<file path="src/rtl/mpe_pkg.sv">
// Package for the MessagePack value encoder: word types, opcodes and format codes.
`timescale 1ns / 1ps
`default_nettype none

package mpe_pkg;

    // token request opcodes
    localparam logic [3:0] OP_NIL      = 4'd0;
    localparam logic [3:0] OP_BOOL     = 4'd1;
    localparam logic [3:0] OP_SIGNED   = 4'd2;
    localparam logic [3:0] OP_UNSIGNED = 4'd3;
    localparam logic [3:0] OP_FLOAT32  = 4'd4;
    localparam logic [3:0] OP_FLOAT64  = 4'd5;
    localparam logic [3:0] OP_STR      = 4'd6;
    localparam logic [3:0] OP_BIN      = 4'd7;
    localparam logic [3:0] OP_ARRAY    = 4'd8;
    localparam logic [3:0] OP_MAP      = 4'd9;
    localparam logic [3:0] OP_PAYLOAD  = 4'd10;

    // MessagePack lead bytes
    localparam logic [7:0] MP_NIL      = 8'hC0;
    localparam logic [7:0] MP_FALSE    = 8'hC2;
    localparam logic [7:0] MP_TRUE     = 8'hC3;
    localparam logic [7:0] MP_BIN8     = 8'hC4;
    localparam logic [7:0] MP_BIN16    = 8'hC5;
    localparam logic [7:0] MP_BIN32    = 8'hC6;
    localparam logic [7:0] MP_FLOAT32  = 8'hCA;
    localparam logic [7:0] MP_FLOAT64  = 8'hCB;
    localparam logic [7:0] MP_UINT8    = 8'hCC;
    localparam logic [7:0] MP_UINT16   = 8'hCD;
    localparam logic [7:0] MP_UINT32   = 8'hCE;
    localparam logic [7:0] MP_UINT64   = 8'hCF;
    localparam logic [7:0] MP_INT8     = 8'hD0;
    localparam logic [7:0] MP_INT16    = 8'hD1;
    localparam logic [7:0] MP_INT32    = 8'hD2;
    localparam logic [7:0] MP_INT64    = 8'hD3;
    localparam logic [7:0] MP_STR8     = 8'hD9;
    localparam logic [7:0] MP_STR16    = 8'hDA;
    localparam logic [7:0] MP_STR32    = 8'hDB;
    localparam logic [7:0] MP_ARRAY16  = 8'hDC;
    localparam logic [7:0] MP_ARRAY32  = 8'hDD;
    localparam logic [7:0] MP_MAP16    = 8'hDE;
    localparam logic [7:0] MP_MAP32    = 8'hDF;
    localparam logic [7:0] MP_FIXSTR   = 8'hA0;
    localparam logic [7:0] MP_FIXARRAY = 8'h90;
    localparam logic [7:0] MP_FIXMAP   = 8'h80;

    // operand byte counts after the lead byte
    localparam logic [3:0] NB_0 = 4'd0;
    localparam logic [3:0] NB_1 = 4'd1;
    localparam logic [3:0] NB_2 = 4'd2;
    localparam logic [3:0] NB_4 = 4'd4;
    localparam logic [3:0] NB_8 = 4'd8;

    localparam int FRAME_BYTES = 9;

    typedef struct packed {
        logic [3:0]  opcode;
        logic [63:0] value;
        logic [31:0] length;
    } token_t;

    typedef struct packed {
        logic [7:0] out_byte;
        logic       last;
        logic       error;
    } result_t;

    // encoded token: bytes left aligned, first byte in the top lane
    typedef struct packed {
        logic [FRAME_BYTES*8-1:0] bytes;
        logic [3:0]               count;
        logic                     error;
    } frame_t;

endpackage

`default_nettype wire

</file>
<file path="src/rtl/msgpack_value_encoder_unit.sv">
// Top level of the MessagePack value encoder.
// Input channel s_*: one token request word per handshake (opcode, value, length).
// Output channel m_*: one encoded byte word per handshake, big-endian, with last
// on the final byte of a token and error on the single word produced for a str
// or bin length that cannot be encoded. Undefined opcodes are consumed silently.
// A token is encoded in the cycle it is accepted and lands in a frame register;
// its first byte reaches m_* from the output register once that register can load.
// Throughput: one output word per cycle while m_ready is high. A token of N bytes
// (1 to 9) holds the frame register until its last byte moves out, so single-byte
// tokens such as payload bytes stream at one per cycle while m_ready is high.
// s_ready is high when the frame register is empty or its last byte is moving
// into the output register in the same cycle.
// When m_ready is low the output register holds its word and the frame stalls
// behind it; s_ready drops once the frame register is occupied.
// Reset (aresetn low, synchronous) empties both registers; no output words are
// pending afterwards.
`timescale 1ns / 1ps
`default_nettype none

module msgpack_value_encoder_unit (
    input  wire                    aclk,
    input  wire                    aresetn,
    input  wire                    s_valid,
    output logic                   s_ready,
    input  wire mpe_pkg::token_t   s_data,
    output logic                   m_valid,
    input  wire                    m_ready,
    output mpe_pkg::result_t       m_data
);

    mpe_pkg::frame_t enc_frame;

    mpe_encoder u_encoder (
        .token (s_data),
        .frame (enc_frame)
    );

    mpe_serializer u_serializer (
        .aclk     (aclk),
        .aresetn  (aresetn),
        .in_valid (s_valid),
        .in_ready (s_ready),
        .in_frame (enc_frame),
        .m_valid  (m_valid),
        .m_ready  (m_ready),
        .m_data   (m_data)
    );

endmodule

`default_nettype wire

</file>
<file path="src/rtl/mpe_encoder.sv">
// Combinational encoder: one token request to a left-aligned frame of up to nine bytes.
`timescale 1ns / 1ps
`default_nettype none

module mpe_encoder (
    input  wire mpe_pkg::token_t token,
    output mpe_pkg::frame_t      frame
);

    logic [7:0]  lead;
    logic [3:0]  nbytes;
    logic        single;
    logic        valid_op;
    logic        err;
    logic [63:0] v;
    logic [31:0] len;
    logic [63:0] operand;
    logic [71:0] packed_bytes;

    assign v   = token.value;
    assign len = token.length;

    always_comb begin
        lead     = 8'h00;
        nbytes   = mpe_pkg::NB_0;
        single   = 1'b0;
        valid_op = 1'b1;
        err      = 1'b0;
        operand  = v;
        case (token.opcode)
            mpe_pkg::OP_NIL: begin
                lead = mpe_pkg::MP_NIL;
            end
            mpe_pkg::OP_BOOL: begin
                lead = v[0] ? mpe_pkg::MP_TRUE : mpe_pkg::MP_FALSE;
            end
            mpe_pkg::OP_SIGNED: begin
                if (v[63:7] == '0 || v[63:5] == '1) begin
                    lead = v[7:0];
                end else if (v[63:7] == '1) begin
                    lead = mpe_pkg::MP_INT8;  nbytes = mpe_pkg::NB_1;
                end else if (v[63:15] == '0 || v[63:15] == '1) begin
                    lead = mpe_pkg::MP_INT16; nbytes = mpe_pkg::NB_2;
                end else if (v[63:31] == '0 || v[63:31] == '1) begin
                    lead = mpe_pkg::MP_INT32; nbytes = mpe_pkg::NB_4;
                end else begin
                    lead = mpe_pkg::MP_INT64; nbytes = mpe_pkg::NB_8;
                end
            end
            mpe_pkg::OP_UNSIGNED: begin
                if (v[63:7] == '0) begin
                    lead = v[7:0];
                end else if (v[63:8] == '0) begin
                    lead = mpe_pkg::MP_UINT8;  nbytes = mpe_pkg::NB_1;
                end else if (v[63:16] == '0) begin
                    lead = mpe_pkg::MP_UINT16; nbytes = mpe_pkg::NB_2;
                end else if (v[63:32] == '0) begin
                    lead = mpe_pkg::MP_UINT32; nbytes = mpe_pkg::NB_4;
                end else begin
                    lead = mpe_pkg::MP_UINT64; nbytes = mpe_pkg::NB_8;
                end
            end
            mpe_pkg::OP_FLOAT32: begin
                lead = mpe_pkg::MP_FLOAT32; nbytes = mpe_pkg::NB_4;
            end
            mpe_pkg::OP_FLOAT64: begin
                lead = mpe_pkg::MP_FLOAT64; nbytes = mpe_pkg::NB_8;
            end
            mpe_pkg::OP_STR, mpe_pkg::OP_BIN: begin
                operand = {32'h0, len};
                if (token.opcode == mpe_pkg::OP_STR && len[31:5] == '0) begin
                    lead = mpe_pkg::MP_FIXSTR | {3'b000, len[4:0]};
                end else if (len[31:8] == '0 && len[7:0] != 8'hFF) begin
                    lead   = (token.opcode == mpe_pkg::OP_STR) ? mpe_pkg::MP_STR8
                                                               : mpe_pkg::MP_BIN8;
                    nbytes = mpe_pkg::NB_1;
                end else if (len[31:16] == '0 && len[15:0] != 16'hFFFF) begin
                    lead   = (token.opcode == mpe_pkg::OP_STR) ? mpe_pkg::MP_STR16
                                                               : mpe_pkg::MP_BIN16;
                    nbytes = mpe_pkg::NB_2;
                end else if (len != 32'hFFFF_FFFF) begin
                    lead   = (token.opcode == mpe_pkg::OP_STR) ? mpe_pkg::MP_STR32
                                                               : mpe_pkg::MP_BIN32;
                    nbytes = mpe_pkg::NB_4;
                end else begin
                    // length cannot be encoded: single zero byte flagged as error
                    lead = 8'h00;
                    err  = 1'b1;
                end
            end
            mpe_pkg::OP_ARRAY, mpe_pkg::OP_MAP: begin
                operand = {32'h0, len};
                if (len[31:4] == '0) begin
                    lead = ((token.opcode == mpe_pkg::OP_ARRAY) ? mpe_pkg::MP_FIXARRAY
                                                                : mpe_pkg::MP_FIXMAP)
                           | {4'h0, len[3:0]};
                end else if (len[31:16] == '0) begin
                    lead   = (token.opcode == mpe_pkg::OP_ARRAY) ? mpe_pkg::MP_ARRAY16
                                                                 : mpe_pkg::MP_MAP16;
                    nbytes = mpe_pkg::NB_2;
                end else begin
                    lead   = (token.opcode == mpe_pkg::OP_ARRAY) ? mpe_pkg::MP_ARRAY32
                                                                 : mpe_pkg::MP_MAP32;
                    nbytes = mpe_pkg::NB_4;
                end
            end
            mpe_pkg::OP_PAYLOAD: begin
                lead = v[7:0];
            end
            default: begin
                valid_op = 1'b0;
                single   = 1'b1;
            end
        endcase
    end

    // left-align operand bytes behind the lead byte, most significant first
    always_comb begin
        case (nbytes)
            mpe_pkg::NB_1: packed_bytes = {lead, operand[7:0],  56'h0};
            mpe_pkg::NB_2: packed_bytes = {lead, operand[15:0], 48'h0};
            mpe_pkg::NB_4: packed_bytes = {lead, operand[31:0], 32'h0};
            mpe_pkg::NB_8: packed_bytes = {lead, operand[63:0]};
            default:       packed_bytes = {lead, 64'h0};
        endcase
    end

    assign frame.bytes = packed_bytes;
    assign frame.count = (valid_op && !single) ? nbytes + 4'd1 : 4'd0;
    assign frame.error = err;

endmodule

`default_nettype wire

</file>
<file path="src/rtl/mpe_serializer.sv">
// Frame register and output register: shifts an encoded frame out one word per cycle while the output is not stalled.
`timescale 1ns / 1ps
`default_nettype none

module mpe_serializer (
    input  wire                   aclk,
    input  wire                   aresetn,
    input  wire                   in_valid,
    output logic                  in_ready,
    input  wire mpe_pkg::frame_t  in_frame,
    output logic                  m_valid,
    input  wire                   m_ready,
    output mpe_pkg::result_t      m_data
);

    logic [71:0]      bytes_reg,  bytes_next;
    logic [3:0]       cnt_reg,    cnt_next;
    logic             err_reg,    err_next;
    logic             fvalid_reg, fvalid_next;
    logic             mvalid_reg, mvalid_next;
    mpe_pkg::result_t mdata_reg,  mdata_next;
    logic             out_load;
    logic             frame_done;

    assign out_load   = !mvalid_reg || m_ready;
    assign frame_done = fvalid_reg && out_load && (cnt_reg == 4'd1);
    assign in_ready   = !fvalid_reg || frame_done;

    always_comb begin
        bytes_next  = bytes_reg;
        cnt_next    = cnt_reg;
        err_next    = err_reg;
        fvalid_next = fvalid_reg;
        mvalid_next = mvalid_reg;
        mdata_next  = mdata_reg;
        if (out_load) begin
            mvalid_next         = fvalid_reg;
            mdata_next.out_byte = bytes_reg[71:64];
            mdata_next.last     = (cnt_reg == 4'd1);
            mdata_next.error    = err_reg;
            if (fvalid_reg) begin
                bytes_next  = {bytes_reg[63:0], 8'h00};
                cnt_next    = cnt_reg - 4'd1;
                fvalid_next = (cnt_reg != 4'd1);
            end
        end
        // undefined opcodes carry a zero count and are dropped here
        if (in_valid && in_ready && in_frame.count != 4'd0) begin
            bytes_next  = in_frame.bytes;
            cnt_next    = in_frame.count;
            err_next    = in_frame.error;
            fvalid_next = 1'b1;
        end
    end

    always_ff @(posedge aclk) begin
        if (!aresetn) begin
            fvalid_reg <= 1'b0;
            mvalid_reg <= 1'b0;
        end else begin
            fvalid_reg <= fvalid_next;
            mvalid_reg <= mvalid_next;
        end
    end

    always_ff @(posedge aclk) begin
        bytes_reg <= bytes_next;
        cnt_reg   <= cnt_next;
        err_reg   <= err_next;
        mdata_reg <= mdata_next;
    end

    assign m_valid = mvalid_reg;
    assign m_data  = mdata_reg;

endmodule

`default_nettype wire

</file>
<file path="config.mk">
export PLATFORM = sky130hd
export DESIGN_NAME = msgpack_value_encoder_unit
export DESIGN_NICKNAME = d
export VERILOG_FILES = /design/src/rtl/mpe_pkg.sv /design/src/rtl/msgpack_value_encoder_unit.sv /design/src/rtl/mpe_encoder.sv /design/src/rtl/mpe_serializer.sv
export SDC_FILE = /design/constraint.sdc
export NUM_CORES = 1
export LEC_CHECK = 0
export BUFFER_PORTS_ARGS = -buffer_cell sky130_fd_sc_hd__clkbuf_2
export CAP_MARGIN = 10
export CORE_MARGIN = 1
export CORE_UTILIZATION = 45
export CTS_CLUSTER_SIZE = 12
export DETAILED_ROUTE_END_ITERATION = 10
export PLACE_DENSITY = 0.7
export SLEW_MARGIN = 20
export SYNTH_ARGS = -nofsm -noshare
export SYNTH_HDL_FRONTEND = slang
export SYNTH_SLANG_ARGS = --single-unit
</file>
<file path="constraint.sdc">
create_clock -name aclk -period 5.2 [get_ports aclk]
set_clock_uncertainty 0.05 [all_clocks]
set_input_delay 0.52 -clock aclk [delete_from_list [all_inputs] [get_ports aclk]]
set_output_delay 0.52 -clock aclk [all_outputs]
set_load 0.1 [all_outputs]
</file>
==> results of run 1 <==
[report_power, final]
part	internal [W]	switching [W]
clock	0.000377	0.000295
sequential	0.000939	0.0000385
combinational	0.000199	0.000380
[layout make-up]
type	instances	area (um^2)	area share, %
multi-input combinational	449	3260	45.1
sequential	89	2650	36.7
timing repair buffer	130	738	10.2
clock buffer	9	225	3.11
tap	176	220	3.05
clock inverter	7	75.1	1.04
inverter	16	60.1	0.831
[synthesized netlist by cell type, drive strengths merged (3+ instances only)]
cell    count  area share [%]
o311ai      3            0.43
nand3b      3            0.37
ha          6             1.2
o211ai      3            0.37
and2        4            0.41
nand3      11            0.89
a21boi      5            0.61
nand4      38             4.0
nand2      41             2.5
nor3        8            0.65
nor4       29             3.2
nor2       41             2.5
a31oi      20             2.0
a211o       3            0.57
mux2i      32             5.2
a21oi      32             2.6
and3       11             1.1
a32o       16             2.6
or4         5            0.61
clkbuf     18             1.1
nor3b       5            0.61
mux2       54              10
buf        20             2.2
nor2b       3            0.31
edfxtp     87              42
or3        11             1.1
o21ai      12            0.98
a21o        3            0.37
inv        16            0.98
or2         5            0.51
a32oi      16             2.3
[cells by family after synthesis]
| logic type | after synthesis |
|---|---|
| AO/OA/AOI/OAI | 132 |
| XOR/XNOR | 3 |
| adder cells (fa/ha/maj) | 6 |
| buffers and inverters | 54 |
| flip-flops | 89 |
| multiplexers | 86 |
| AND/OR/NAND/NOR | 222 |
[per-layer routing]
metal / GRT usage (%) / vias up / wire length (um)
met3: 3.93 / 64 / 1650
met2: 47.9 / 359 / 9620
met5: 0 / - / 0
met1: 39.1 / 2782 / 8300
li1: - / 2589 / -
met4: 20.7 / 0 / 1310
[critical path: cells and delay by family]
family,cells,cell delay (ns)
AOI/OAI and AO/OA,4,1.60
adders and majority gates,1,0.24
buffers and inverters,1,0.13
and+or+nand+nor,5,1.74
[path summary, 6_finish.rpt]
kind | start | to | cells past startpoint
hold / removal | aresetn | u_serializer.m_valid$_SDFFE_PN0N_ | 2
setup reg to reg | u_serializer.cnt_reg[1]$_DFFE_PP_ | u_serializer.bytes_reg[23]$_DFFE_PP_ | 11
setup / recovery | s_data[73] | u_serializer.bytes_reg[53]$_DFFE_PP_ | 11
hold reg to reg | u_serializer.bytes_reg[70]$_DFFE_PP_ | u_serializer.m_data[8]$_DFFE_PN_ | 0
[through the flow]
stage               utilization [%]  total power [W]  setup slack [ns]  instances  area [um^2]
floorplan                         -          0.00136             0.294        592         6150
global placement               52.1          0.00155             0.900        860         6930
detailed placement             52.1          0.00156             0.834        860         6930
CTS                            54.4          0.00223              1.22        876         7230
global route                   54.4          0.00231             0.796        876         7230
finish                         54.4          0.00223              1.07        876         7230
==> results.toml, run 1 <==
[outcome]
status = "completed"

[cells_and_area]
final_cell_mix = "115 x clkbuf_2, 87 x edfxtp_1, 40 x nand2_1, 40 x nor2_1"
final_common_cell = "clkbuf_2"
fill_cells = 1184
syn2layout_area_growth_pct = 17.5
drive_gt1_share_pct = 29.4
diodes = 0
layout.nets = 805
largest_register_ffs = 72

[routing]
detailroute.via_count = 5794
drt-vias-per-instance = 6.61
wl_um = 20900
drt_pass1_iterations = 6
wire_per_inst_um = 23.8
drt_iter0_drc = 557
ant_nets = 0
drc_errors = 0

[synthesis]
syn_inst = 592
synth-compound-area-share_pct = 15.6
synth_edf_count = 87
synth.avg_cell_area_um2 = 10.4
synthMuxAreaShare_pct = 15.7
syn-num-nets = 702
yosysSeqAreaShare_pct = 43.1
synthAdderAreaFrac_pct = 1.22
synth_top_family_by_area = "simple AND/OR/NAND/NOR gates"
yosysWarningCount = 0
synth_seq_cells = 89
synth-main-ff-cell = "edfxtp_1"
synth_area_mm2 = 0.00615
ys_types = 66
synth-simple-area-share_pct = 19.6
synthArstFlopShare_pct = 0
synth_xor_area_share_pct = 0.427

[critical_path]
path_cells = "clkbuf_2, nor4_1, nand4_1, nor4_2, nor2_1, a211oi_1, ha_1, and2_1, a21boi_1, a32oi_1, a31oi_1"
cp_slowest_cell = "a21boi_1"
startpoint_type = "input port"
required_ns = 5.33
crit_fanout = 9
worst_setup_path_end_kind = "flop"
arrival_ns = 4.26
slowest_delay_ns = 0.62
critPathKind = "input port to flop"
rrSetupSlack_ns = 2.32

[timing]
max_clock_freq_mhz = 242
whs_ns = 0.364
slew_headroom_pct = 32.5
finalSetupTns_ns = 0
finalMaxSlewViolations = 0
rsz0062_at_grt = "false"
setup_viol = 0
hold_viol = 0
layout_min_cycle_time_ns = 4.13
worstMarginPinSlew_ns = 1.01
period_share_pct = 79.4

[clock_tree]
cts_hold_buf = 0
htree_levels = 3
cts_resized = 0
cts_sinks = 89
clock_latency_ns = 0.36
numCtsBuffers = 9
cts-root-buf = "clkbuf_16"
cts_setup_buffers = 0
cts_tree = "yes"
clk_path_buf_depth = 2
clk_pin_slew_worst_paths_ns = 0.07

[die]
core-area_mm2 = 0.0133
dieWidth_um = 119
die_h_um = 119
num_rows = 42
io_pins = 116
dieArea_mm2 = 0.0141
start_util_pct = 46.3

[pwr]
vdd_drop_max_mv = 0.156
power_density_mw_per_mm2 = 308
p_leak_nw = 2.77

[placed_design]
hpwl_um = 15900
numPortBuffers = 115
routabilityCongestion = 0.998

[grt]
grt_pass1_vias = 5453
grt_max_degree = 60
grt_usage_pct = 30.5
grt_pass1_wl_um = 32200
antenna_found_initial = 0
overflow = 0

[hold_path]
hold_class = "input port to flop"

[flow_run]
cap_violations = 0
Power figures use the tool's default switching activity.
==> inputs of run 2 (changes only) <==
--- a/config.mk
+++ b/config.mk
@@ -11,7 +11,7 @@
 export CORE_UTILIZATION = 45
 export CTS_CLUSTER_SIZE = 12
 export DETAILED_ROUTE_END_ITERATION = 10
-export PLACE_DENSITY = 0.7
+export PLACE_DENSITY = 0.73
 export SLEW_MARGIN = 20
 export SYNTH_ARGS = -nofsm -noshare
 export SYNTH_HDL_FRONTEND = slang
==> constraint.sdc (replaced) <==
create_clock -name aclk -period 3.75 [get_ports aclk]
set_clock_uncertainty 0.05 [all_clocks]
set_input_delay 0.375 -clock aclk [delete_from_list [all_inputs] [get_ports aclk]]
set_output_delay 0.375 -clock aclk [all_outputs]
set_load 0.1 [all_outputs]
==> run 2 against run 1 <==
  * Power up 37%
  * Sequential power up 39%
  * Clock power up 29%
  * Critical path type unchanged
  * Highest routed layer unchanged
==> results.toml, run 2 (same netlist as run 1, synthesis figures left out) <==
[timing]
rsz0062_at_grt = "false"
max_clock_freq_mhz = 281
finalMaxSlewViolations = 0
layout_min_cycle_time_ns = 3.56
worstMarginPinSlew_ns = 0.652
setup_viol = 0
slew_headroom_pct = 56.4
period_share_pct = 94.8
hold_viol = 0

[grt]
antenna_found_initial = 0
grt_max_degree = 39
grt_pass1_vias = 5751
grt_usage_pct = 30.7
grt_pass1_wl_um = 32200
overflow = 0

[clock_tree]
clock_latency_ns = 0.35
cts_resized = 0
cts_hold_buf = 0
numCtsBuffers = 9
cts_tree = "yes"
cts_setup_buffers = 0
cts_sinks = 89
cts-root-buf = "clkbuf_16"
htree_levels = 3
clk_pin_slew_worst_paths_ns = 0.06
clk_path_buf_depth = 2

[critical_path]
r2r_cells = 11
critPathKind = "input port to flop"
timing.rr.start = "u_serializer.cnt_reg[1]$_DFFE_PP_"
arrival_ns = 3.67
worst_setup_path_end_kind = "flop"
crit_fanout = 8
worstReg2RegEnd = "u_serializer.bytes_reg[27]$_DFFE_PP_"
crit_path_end = "u_serializer.bytes_reg[51]$_DFFE_PP_"
setup.worst_path.start = "s_data[64]"
rrSetupSlack_ns = 1.05
startpoint_type = "input port"
required_ns = 3.87

[routing]
detailroute.via_count = 5899
drt_pass1_iterations = 6
drt_iter0_drc = 679
ant_nets = 0
drt-vias-per-instance = 6.42
wire_per_inst_um = 23.3
wl_um = 21500
drc_errors = 0

[cells_and_area]
largest_register_ffs = 72
layout.nets = 848
final_area_mm2 = 0.00754
stdcell_count = 919
syn2layout_area_growth_pct = 22.6
final_util_pct = 56.7
drive_gt1_share_pct = 33.5
final_common_cell = "clkbuf_2"
seqCellArea_mm2 = 0.00265
multi_input_area_mm2 = 0.00326
diodes = 0
final_cell_mix = "115 x clkbuf_2, 87 x edfxtp_1, 53 x buf_4"
fill_cells = 1164

[pwr]
vdd_drop_max_mv = 0.193
power_density_mw_per_mm2 = 405
p_leak_nw = 2.97

[die]
core-area_mm2 = 0.0133
dieArea_mm2 = 0.0141
die_h_um = 119
start_util_pct = 46.3
io_pins = 116
dieWidth_um = 119
num_rows = 42

[placed_design]
routabilityCongestion = 0.985
numPortBuffers = 115
placed_area_mm2 = 0.00727
place_inst = 903
hpwl_um = 16500

[hold_path]
hold_class = "input port to flop"

[outcome]
status = "completed"

[flow_run]
cap_violations = 0
-- run 2: worst min path at each step --
stage / from / endpoint / slack [ns] / depth (start not counted)
floorplan: u_serializer.err_reg$_SDFFCE_PP0N_ / u_serializer.m_data[0]$_DFFE_PN_ / 0.35 / 0
global placement: u_serializer.bytes_reg[69]$_DFFE_PP_ / u_serializer.m_data[7]$_DFFE_PN_ / 0.35 / 0
detailed placement: u_serializer.bytes_reg[68]$_DFFE_PP_ / u_serializer.m_data[6]$_DFFE_PN_ / 0.36 / 0
CTS: aresetn / u_serializer.m_valid$_SDFFE_PN0N_ / 0.21 / 2
global route: aresetn / u_serializer.m_valid$_SDFFE_PN0N_ / 0.22 / 2
finish: aresetn / u_serializer.m_valid$_SDFFE_PN0N_ / 0.21 / 2
-- run 2: cell type report --
cell class,count,area share [%]
clock buffer,11,3.08
inverter,16,0.796
sequential,89,35.2
clock inverter,5,0.531
timing repair buffer,173,14.2
multi-input combinational,449,43.3
tap,176,2.92
-- run 2: critical path, stage by stage --
cell and delay [ns]:
clkbuf_2 0.09, nor4_1 0.48, nand4_1 0.24, or3_1 0.50, o22ai_1 0.25, nand3_1 0.15, o311ai_0 0.18, ha_1 0.23
and2_1 0.15, a21boi_1 0.56, a32oi_1 0.20, a31oi_1 0.27
-- run 2: metrics by stage --
step / TNS, ns / setup slack [ns] / hold slack (ns) / power (W)
after global routing: 0 / 0.0329 / 0.223 / 0.00315
after detailed placement: -13.04 / -0.196 / 0.355 / 0.00219
final: 0 / 0.195 / 0.215 / 0.00306
after CTS: 0 / 0.166 / 0.212 / 0.00305
after global placement: 0 / 0.0117 / 0.352 / 0.00217
after floorplan: 0 / 0.0745 / 0.350 / 0.00188
-- run 2: routing by layer --
layer  part of all wire, %  vias up  GRT usage (%)
li1                      -     2670              -
met1                    39     2812           37.7
met2                    47      365           50.8
met3                   8.6       52           4.84
met4                   5.0        0           18.0
met5                     0        -              0
-- run 2: power breakdown --
| part | switching (W) | total, W | internal, W |
|---|---|---|---|
| logic | 0.000529 | 0.000828 | 0.000299 |
| clock network | 0.000412 | 0.000868 | 0.000456 |
| registers | 0.0000575 | 0.00136 | 0.00130 |
| total | 0.000998 | 0.00306 | 0.00206 |
